`config.mk`:
```
export PLATFORM = sky130hd
export DESIGN_NAME = matrix_poly_a2b_plus_2b_minus_a_core
export DESIGN_NICKNAME = d
export VERILOG_FILES = /design/src/design/mpoly_pkg.sv /design/src/design/mpoly_cell.sv /design/src/design/matrix_poly_a2b_plus_2b_minus_a_core.sv
export SDC_FILE = /design/constraint.sdc
export NUM_CORES = 2
export LEC_CHECK = 0
export BUFFER_PORTS_ARGS = -buffer_cell sky130_fd_sc_hd__buf_2
export CAP_MARGIN = 10
export CORE_ASPECT_RATIO = 1.4
export CORE_MARGIN = 2
export CORE_UTILIZATION = 36
export CTS_CLUSTER_DIAMETER = 100
export DETAILED_ROUTE_END_ITERATION = 6
export HOLD_SLACK_MARGIN = 0.06
export PLACE_DENSITY = 0.48
export SYNTH_ARGS = -nofsm -noshare
export SYNTH_HDL_FRONTEND = slang
export SYNTH_SLANG_ARGS = --single-unit
```
`constraint.sdc`:
```
create_clock -name clock -period 9.25 [get_ports clock]
set_clock_uncertainty 0.15 [all_clocks]
set_input_delay 1.85 -clock clock [delete_from_list [all_inputs] [get_ports clock]]
set_output_delay 1.85 -clock clock [all_outputs]
set_load 0.01 [all_outputs]
```
`src/design/mpoly_pkg.sv`:
```
`timescale 1ns / 1ps
package mpoly_pkg;
   localparam int DIM_DEFAULT       = 3;
   localparam int FRAC_BITS_DEFAULT = 8;
   localparam int VALUE_W           = 16;
   localparam int IDX_W             = 2;
   localparam int RESULT_W          = 51;
   localparam int SQ_W              = 34;

   localparam logic [1:0] KIND_LOAD_A  = 2'd0;
   localparam logic [1:0] KIND_LOAD_B  = 2'd1;
   localparam logic [1:0] KIND_COMPUTE = 2'd2;

   // Control handed from the sequencer to the cell row each cycle.
   typedef struct packed {
      logic shift;   // rotate the row so the next element reaches the head
   } cell_ctrl_type;
endpackage

```
`src/design/mpoly_cell.sv`:
```
`timescale 1ns / 1ps
// One storage cell of the matrix row: holds one element of A, of B and of
// A squared, and passes them to its neighbor when the row rotates.
module mpoly_cell (
   input  logic                                  clock,
   input  logic                                  reset,
   input  mpoly_pkg::cell_ctrl_type              ctrl,
   input  logic                                  load_a,
   input  logic                                  load_b,
   input  logic                                  load_sq,
   input  logic signed [mpoly_pkg::VALUE_W-1:0]  value,
   input  logic signed [mpoly_pkg::SQ_W-1:0]     sq_value,
   input  logic signed [mpoly_pkg::VALUE_W-1:0]  a_prev,
   input  logic signed [mpoly_pkg::VALUE_W-1:0]  b_prev,
   input  logic signed [mpoly_pkg::SQ_W-1:0]     sq_prev,
   output logic signed [mpoly_pkg::VALUE_W-1:0]  a_out,
   output logic signed [mpoly_pkg::VALUE_W-1:0]  b_out,
   output logic signed [mpoly_pkg::SQ_W-1:0]     sq_out
);
   logic signed [mpoly_pkg::VALUE_W-1:0] a_ff, b_ff;
   logic signed [mpoly_pkg::SQ_W-1:0]    sq_ff;

   always_ff @(posedge clock) begin
      if (reset) begin
         a_ff <= '0;
         b_ff <= '0;
      end else if (ctrl.shift) begin
         a_ff <= a_prev;
         b_ff <= b_prev;
      end else begin
         if (load_a) a_ff <= value;
         if (load_b) b_ff <= value;
      end
   end

   // A squared is written while the row rotates, so the write wins.
   always_ff @(posedge clock) begin
      if (load_sq) sq_ff <= sq_value;
      else if (ctrl.shift) sq_ff <= sq_prev;
   end

   assign a_out  = a_ff;
   assign b_out  = b_ff;
   assign sq_out = sq_ff;
endmodule

```
`src/design/matrix_poly_a2b_plus_2b_minus_a_core.sv`:
```
`timescale 1ns / 1ps
// Matrix polynomial core: C = A*A*B + 2*B - A over DIM x DIM signed Q8.8
// matrices.
// Requests arrive on the req_ channel. A load request (kind 0 for A, kind 1
// for B) writes one element at row/col and gives no response; loads can
// follow back to back. Out-of-range indices and kind 3 are dropped. A
// compute request (kind 2) first forms A squared, then streams DIM*DIM
// elements of C on the rsp_ channel in row-major order, the last one
// flagged by rsp_last.
// Elements live in a ring of DIM*DIM cells that rotates by one place every
// cycle while a compute runs; one shared multiplier at the head of the ring
// does all products. Each product waits for each of its two operands to
// reach the head, then multiplies and adds, so the ring rotation sets the
// rate. After the last result the ring turns home before the next request
// is taken. Reset clears both matrices, homes the ring and returns the
// sequencer to idle. When the receiver stalls, the result register holds
// and the sequencer waits; no request is taken until then.
module matrix_poly_a2b_plus_2b_minus_a_core #(
   parameter int DIM       = mpoly_pkg::DIM_DEFAULT,
   parameter int FRAC_BITS = mpoly_pkg::FRAC_BITS_DEFAULT
) (
   input  logic                                  clock,
   input  logic                                  reset,
   input  logic                                  req_valid,
   output logic                                  req_ready,
   input  logic [1:0]                            req_kind,
   input  logic [mpoly_pkg::IDX_W-1:0]           req_row,
   input  logic [mpoly_pkg::IDX_W-1:0]           req_col,
   input  logic signed [mpoly_pkg::VALUE_W-1:0]  req_value,
   output logic                                  rsp_valid,
   input  logic                                  rsp_ready,
   output logic [mpoly_pkg::IDX_W-1:0]           rsp_out_row,
   output logic [mpoly_pkg::IDX_W-1:0]           rsp_out_col,
   output logic signed [mpoly_pkg::RESULT_W-1:0] rsp_result,
   output logic                                  rsp_last
);
   localparam int N    = DIM * DIM;
   localparam int PW   = (N > 1) ? $clog2(N) : 1;
   localparam int KW   = $clog2(DIM + 1);
   localparam int VW   = mpoly_pkg::VALUE_W;
   localparam int SW   = mpoly_pkg::SQ_W;
   localparam int RW   = mpoly_pkg::RESULT_W;
   localparam int PRW  = SW + VW;

   typedef enum logic [2:0] {
      ST_IDLE, ST_SQ_FETCH, ST_SQ_MAC, ST_C_FETCH, ST_C_MAC, ST_EMIT
   } state_type;

   state_type state_ff;
   // Ring position: the element whose flat index equals rot_ff sits at the head.
   logic [PW-1:0] rot_ff;
   logic [PW-1:0] i_ff, j_ff;       // current output row, column
   logic [KW-1:0] k_ff;             // term index
   logic          ph_ff;            // 0: fetch first operand, 1: second
   logic [PW-1:0] tgt_ff;           // flat index being fetched
   logic signed [SW-1:0] opa_ff;    // latched first operand
   logic signed [PRW-1:0] prod_ff;
   logic          prod_v_ff;
   logic signed [RW-1:0] acc_ff;
   logic [PW-1:0] oi_ff;            // flat index of the element being formed

   logic signed [VW-1:0] a_q [N];
   logic signed [VW-1:0] b_q [N];
   logic signed [SW-1:0] s_q [N];
   mpoly_pkg::cell_ctrl_type ctrl;
   logic load_ok;
   logic [PW-1:0] load_idx;
   logic sq_wr;

   assign req_ready = (state_ff == ST_IDLE) && !rsp_valid && (rot_ff == '0);
   assign load_ok = (32'(req_row) < DIM) && (32'(req_col) < DIM);
   assign load_idx = PW'(32'(req_row) * DIM + 32'(req_col));
   // The ring turns during a compute and, once idle, until it is home again.
   assign ctrl.shift = (state_ff != ST_IDLE) || (rot_ff != '0);

   // Cell 0 is the head; data moves from cell m+1 to cell m, wrapping.
   for (genvar m = 0; m < N; m++) begin : g_cell
      localparam int NX = (m + 1) % N;
      logic wa, wb, ws;
      assign wa = req_valid && req_ready && load_ok
                  && req_kind == mpoly_pkg::KIND_LOAD_A && load_idx == PW'(m);
      assign wb = req_valid && req_ready && load_ok
                  && req_kind == mpoly_pkg::KIND_LOAD_B && load_idx == PW'(m);
      assign ws = sq_wr && m == N - 1;
      mpoly_cell u_cell (
         .clock, .reset, .ctrl,
         .load_a(wa), .load_b(wb), .load_sq(ws),
         .value(req_value), .sq_value(SW'(acc_ff)),
         .a_prev(a_q[NX]), .b_prev(b_q[NX]), .sq_prev(s_q[NX]),
         .a_out(a_q[m]), .b_out(b_q[m]), .sq_out(s_q[m])
      );
   end

   // Loads only happen while the ring is at home, so cell index = flat index.
   // A squared is written into the tail cell at the cycle the ring holds
   // its element's position there: tail_idx tracks that position.
   logic [PW-1:0] rot_next;
   assign rot_next = (rot_ff == PW'(N - 1)) ? '0 : rot_ff + 1'b1;
   logic at_tgt;
   assign at_tgt = (rot_ff == tgt_ff);
   // The tail cell holds flat index rot_ff after this edge's shift.
   logic [PW-1:0] tail_idx;
   assign tail_idx = rot_ff;
   assign sq_wr = (state_ff == ST_SQ_MAC) && !prod_v_ff && (k_ff == KW'(DIM))
                  && (tail_idx == oi_ff);

   logic signed [SW-1:0] head_a, head_s;
   assign head_a = SW'(a_q[0]);
   assign head_s = s_q[0];

   logic [PW-1:0] flat_ik, flat_kj;
   assign flat_ik = PW'(32'(i_ff) * DIM + 32'(k_ff));
   assign flat_kj = PW'(32'(k_ff) * DIM + 32'(j_ff));

   logic signed [RW-1:0] fix_term;
   assign fix_term = (RW'(signed'(b_q[0])) <<< (2 * FRAC_BITS + 1))
                   - (RW'(signed'(a_q[0])) <<< (2 * FRAC_BITS));

   always_ff @(posedge clock) begin
      if (reset) begin
         state_ff  <= ST_IDLE;
         rot_ff    <= '0;
         rsp_valid <= 1'b0;
         prod_v_ff <= 1'b0;
      end else begin
         if (ctrl.shift) rot_ff <= rot_next;
         prod_v_ff <= 1'b0;
         if (prod_v_ff) acc_ff <= acc_ff + RW'(prod_ff);
         unique case (state_ff)
            ST_IDLE: begin
               if (req_valid && req_ready && req_kind == mpoly_pkg::KIND_COMPUTE) begin
                  state_ff <= ST_SQ_FETCH;
                  i_ff <= '0; j_ff <= '0; k_ff <= '0; ph_ff <= 1'b0;
                  oi_ff <= '0; acc_ff <= '0;
                  tgt_ff <= '0;
               end
            end
            ST_SQ_FETCH: begin
               // Wait until the wanted element of A is at the head.
               if (at_tgt) begin
                  if (!ph_ff) begin
                     opa_ff <= head_a;
                     ph_ff  <= 1'b1;
                     tgt_ff <= PW'(32'(k_ff) * DIM + 32'(j_ff));
                  end else begin
                     prod_ff   <= opa_ff * a_q[0];
                     prod_v_ff <= 1'b1;
                     ph_ff     <= 1'b0;
                     k_ff      <= k_ff + 1'b1;
                     state_ff  <= ST_SQ_MAC;
                  end
               end
            end
            ST_SQ_MAC: begin
               if (!prod_v_ff) begin
                  if (k_ff != KW'(DIM)) begin
                     tgt_ff   <= flat_ik;
                     state_ff <= ST_SQ_FETCH;
                  end else if (sq_wr) begin
                     acc_ff <= '0;
                     k_ff   <= '0;
                     if (j_ff == PW'(DIM - 1)) begin
                        j_ff <= '0;
                        if (i_ff == PW'(DIM - 1)) begin
                           i_ff <= '0;
                           oi_ff <= '0;
                           tgt_ff <= '0;
                           state_ff <= ST_C_FETCH;
                        end else begin
                           i_ff <= i_ff + 1'b1;
                           oi_ff <= oi_ff + 1'b1;
                           tgt_ff <= PW'(32'(i_ff + 1'b1) * DIM);
                           state_ff <= ST_SQ_FETCH;
                        end
                     end else begin
                        j_ff <= j_ff + 1'b1;
                        oi_ff <= oi_ff + 1'b1;
                        tgt_ff <= PW'(32'(i_ff) * DIM);
                        state_ff <= ST_SQ_FETCH;
                     end
                  end
               end
            end
            ST_C_FETCH: begin
               if (at_tgt) begin
                  if (!ph_ff) begin
                     opa_ff <= head_s;
                     ph_ff  <= 1'b1;
                     tgt_ff <= flat_kj;
                  end else begin
                     prod_ff   <= opa_ff * b_q[0];
                     prod_v_ff <= 1'b1;
                     ph_ff     <= 1'b0;
                     k_ff      <= k_ff + 1'b1;
                     state_ff  <= ST_C_MAC;
                  end
               end
            end
            ST_C_MAC: begin
               if (!prod_v_ff) begin
                  if (k_ff != KW'(DIM)) begin
                     tgt_ff   <= flat_ik;
                     state_ff <= ST_C_FETCH;
                  end else begin
                     tgt_ff   <= oi_ff;
                     state_ff <= ST_EMIT;
                     ph_ff    <= 1'b1;
                  end
               end
            end
            default: begin // ST_EMIT
               if (ph_ff) begin
                  // The ring keeps turning; the linear term is added when the
                  // element being formed is at the head.
                  if (rot_ff == oi_ff) begin
                     rsp_valid   <= 1'b1;
                     rsp_out_row <= mpoly_pkg::IDX_W'(i_ff);
                     rsp_out_col <= mpoly_pkg::IDX_W'(j_ff);
                     rsp_result  <= acc_ff + fix_term;
                     rsp_last    <= (oi_ff == PW'(N - 1));
                     ph_ff       <= 1'b0;
                  end
               end else if (rsp_valid && rsp_ready) begin
                  rsp_valid <= 1'b0;
                  acc_ff <= '0;
                  k_ff   <= '0;
                  if (oi_ff == PW'(N - 1)) begin
                     state_ff <= ST_IDLE;
                  end else begin
                     oi_ff <= oi_ff + 1'b1;
                     if (j_ff == PW'(DIM - 1)) begin
                        j_ff <= '0;
                        i_ff <= i_ff + 1'b1;
                        tgt_ff <= PW'(32'(i_ff + 1'b1) * DIM);
                     end else begin
                        j_ff <= j_ff + 1'b1;
                        tgt_ff <= PW'(32'(i_ff) * DIM);
                     end
                     state_ff <= ST_C_FETCH;
                  end
               end
            end
         endcase
      end
   end

   // The ring must be at its home position whenever requests are taken.
   a_home: assert property (@(posedge clock) disable iff (reset)
      req_valid && req_ready |-> rot_ff == '0)
      else $error("ring not at home while taking a request");
   // No response is raised outside the emit phase.
   a_emit: assert property (@(posedge clock) disable iff (reset)
      $rose(rsp_valid) |-> $past(state_ff) == ST_EMIT)
      else $error("response raised outside emit");
   // A held response keeps its data while stalled.
   a_hold: assert property (@(posedge clock) disable iff (reset)
      rsp_valid && !rsp_ready |=> $stable(rsp_result) && rsp_valid)
      else $error("stalled response changed");
endmodule
```
==> flow_metrics.env <==
export IMPL_drv_max_cap_violation_count=0
export IMPL_clock_path_buffers=3
export IMPL_timing_final_hold_violations=0
export IMPL_report_final_setup_viol=0
export IMPL_grt_util_met2_pct=41.6
export IMPL_dp_hpwl_um=184000
export IMPL_drt_initial_drc_count=3193
export IMPL_numCtsBuffers=82
export IMPL_fp_dieH_um=546
export IMPL_maximum_achievable_frequency_ghz=0.118
export IMPL_synth_seq_cells=813
export IMPL_synth_net_count=9205
export IMPL_num_rows=198
export IMPL_io_pins=84
export IMPL_cts_hold_repair_buffers=0
export IMPL_via_count_of_the_first_global_routing_pass=58000
export IMPL_dp_cells=10300
export IMPL_synth_enable_flop_cells=516
export IMPL_top_usage_layer="met2"
export IMPL_core_area_sq_um=208000
export IMPL_mappedNetlistArea_sq_um=75400
export IMPL_worst_endpoint_arrival_ps=8750
export IMPL_global_route_usage_met3_pct=2.27
export IMPL_post_cts_setup_buffer_count=0
export IMPL_reg2reg_setup_slack_ps=760
export IMPL_layout_commonest_cell="sky130_fd_sc_hd__inv_1"
export IMPL_crit_reg2reg_launch="opa_ff[15]"
export IMPL_worstHoldPathCells=0
export IMPL_worst_ep_required_time_ps=9510
export IMPL_final_min_period_over_clock_period_pct=91.8
export IMPL_crit_path_top_delay_cell="sky130_fd_sc_hd__edfxtp_1"
export IMPL_vias=53600
export IMPL_finalWirelength_um=240000
export IMPL_outcome="complete, no violations"
export IMPL_final_setup_tns_ps=0
export IMPL_endpoint_kind="flip-flop"
export IMPL_synth_warnings=0
export IMPL_rsz0062_at_grt="no"
export IMPL_port_buffers=83
export IMPL_finalCoreUtilization_pct=39.3
export IMPL_routed_wire_length_per_instance_um=23.0
export IMPL_worst_slew_pin_slew_ps=1180
export IMPL_grt_total_usage_pct=22.9
export IMPL_cpLargestDelayFamily="adder cells"
export IMPL_drive_gt1_share_pct=6.37
export IMPL_antenna_violations_before_repair=17
export IMPL_vias_per_cell=5.15
export IMPL_ctsHtreeMaxLevel=3
export IMPL_dieWidth_um=391
export IMPL_timing_slew_headroom_pct=20.8
export IMPL_use_met1_pct=26.8
export IMPL_timing_worst_setup_path_type="reg -> reg"
export IMPL_pin_count_of_the_biggest_net_entering_global_routing=192
export IMPL_insertion_delay_ps=710
export IMPL_post_route_cell_area_sq_um=81700
export IMPL_r2r_end="prod_ff[48]"
export IMPL_post_layout_nonfiller_instances=10400
export IMPL_layout_common_cells="1,336 x sky130_fd_sc_hd__inv_1, 1,072 x sky130_fd_sc_hd__nand2_1, 1,069 x sky130_fd_sc_hd__fa_1"
export IMPL_ff2ff_path_depth=23
export IMPL_worst_setup_path_startpoint="opa_ff[15]"
export IMPL_drt_antenna_net_count=0
export IMPL_cts_tree="built"
export IMPL_drv_slew=0
export IMPL_clkTransAtPathRegs_ps=70
export IMPL_min_delay_path_class="reg -> reg"
export IMPL_netlist_cell_type_count=81
export IMPL_post_route_drc_count=0
export IMPL_gr_total_overflow=0
export IMPL_die_area_sq_um=213000
export IMPL_clock_root_buffer="sky130_fd_sc_hd__clkbuf_16"
export IMPL_min_period_ps=8490
export IMPL_crit_top_cell="sky130_fd_sc_hd__fa_1"
export IMPL_placedInstanceArea_sq_um=78900
export IMPL_grt_pass1_wl_um=367000
export IMPL_first_pass_iters=6
export IMPL_ys_async_sr_fraction_pct=0
export IMPL_syn_mean_instance_area_sq_um=9.73
export IMPL_timing_critical_path_slowest_cell_delay_ps=850
export IMPL_starting_density_pct=36.3
export IMPL_holdPathEnd="g_cell[4].u_cell.sq_out[19]"
export IMPL_ys_dominant_reg_cell="sky130_fd_sc_hd__edfxtp_1"
export IMPL_synth_cells=7754
export IMPL_cts_num_sinks=813
export IMPL_critical_path_peak_fanout=21
export IMPL_cts_resized=0
export IMPL_ys_seq_area_share_pct=28.4
export IMPL_layout_area_overhead_vs_synth_pct=8.30
export IMPL_final_layout_net_count=9088
export IMPL_startpoint_type="flip-flop"
export IMPL_place_congestion=0.893
export IMPL_worstPathCellList="buf_4 -> nand2_1 -> fa_1 -> fa_1 -> fa_1 -> inv_1 -> fa_1 -> fa_1 -> inv_1 -> fa_1 -> inv_1 -> ha_1 -> a22oi_1 -> nand2_1 -> a211o_1 -> a221o_1 -> a21oi_2 -> o31a_1 -> nor2b_1 -> or2_2 -> a31oi_1 -> xor2_1 -> mux2i_1"
export IMPL_critical_path_n_buffers_inverters=4
export IMPL_holdCritStartpoint="g_cell[5].u_cell.sq_out[19]"
## how the worst max path moves through the flow
stage                     cells past startpoint          end  slack [ps]
final                                        23  prod_ff[48]         760
after floorplan                               3   prod_ff[0]         990
after detailed placement                     24  prod_ff[48]         710
after CTS                                    24  prod_ff[48]         680
after global routing                         24  prod_ff[48]         450
after global placement                       24  prod_ff[48]         660
## layer usage
metal / share of wire (%) / up-vias / wire (um)
met1: 39 / 27700 / 93800
met4: 5.6 / 8 / 13500
met2: 52 / 1049 / 124000
met5: 0.023 / - / 56
met3: 3.4 / 432 / 8040
li1: - / 24400 / -
## registers in the layout, summed over array words and instances, names as in the netlist
register / cells
rsp_last: 1
i_ff: 4
g_cell.u_cell.b_out: 144
ph_ff: 1
acc_ff: 51
rsp_out_col: 2
tgt_ff: 4
rsp_valid: 1
j_ff: 4
opa_ff: 34
g_cell.u_cell.sq_out: 306
rot_ff: 4
rsp_out_row: 2
state_ff: 3
g_cell.u_cell.a_out: 144
prod_ff: 50
oi_ff: 4
k_ff: 2
rsp_result: 51
prod_v_ff: 1
## metrics by stage
stage / hold WS [ps] / worst slack, ps
6_report: 239 / 762
5_1_grt: 237 / 455
4_1_cts: 234 / 685
3_5_place_dp: 255 / 714
3_3_place_gp: 250 / 662
2_1_floorplan: 250 / 990
## synth_stat cells (37+ instances only)
| library cell | count | area share (%) |
|---|---|---|
| sky130_fd_sc_hd__inv_1 | 1339 | 6.7 |
| sky130_fd_sc_hd__nand2_1 | 1073 | 5.3 |
| sky130_fd_sc_hd__fa_1 | 1069 | 28 |
| sky130_fd_sc_hd__edfxtp_1 | 516 | 21 |
| sky130_fd_sc_hd__nor2_1 | 516 | 2.6 |
| sky130_fd_sc_hd__and2_1 | 442 | 3.7 |
| sky130_fd_sc_hd__clkbuf_1 | 383 | 1.9 |
| sky130_fd_sc_hd__ha_1 | 356 | 5.9 |
| sky130_fd_sc_hd__dfxtp_1 | 297 | 7.9 |
| sky130_fd_sc_hd__a21oi_1 | 226 | 1.5 |
| sky130_fd_sc_hd__mux2i_1 | 181 | 2.4 |
| sky130_fd_sc_hd__a211oi_1 | 178 | 1.8 |
| sky130_fd_sc_hd__o21ai_0 | 143 | 0.95 |
| sky130_fd_sc_hd__xnor2_1 | 138 | 1.6 |
| sky130_fd_sc_hd__a311oi_1 | 131 | 1.5 |
| sky130_fd_sc_hd__a21o_1 | 120 | 1.2 |
| sky130_fd_sc_hd__xor2_1 | 72 | 0.84 |
| sky130_fd_sc_hd__nand3_1 | 52 | 0.34 |
| sky130_fd_sc_hd__mux2_2 | 39 | 0.58 |
| sky130_fd_sc_hd__nor2b_1 | 37 | 0.31 |
## final cells by class
class | instances | area, sq um
multi-input cells | 5152 | 47300
inverters | 1340 | 5040
clock buffers | 100 | 2220
flip-flops and latches | 813 | 21500
fillers | 20900 | 126000
clock inverters | 52 | 542
repair buffers | 248 | 1770
diodes | 4 | 10.0
well taps | 2700 | 3380
## cell families after synthesis
group / synth area share [%]
buf+inv: 9.00
fa+ha+maj: 34.3
simple gates: 13.8
flops: 28.4
mux: 2.98
compound gates: 9.06
xor+xnor: 2.44
Power is not shown: default switching activity piles up to over one toggle a cycle in this logic, so the estimate is an artifact.
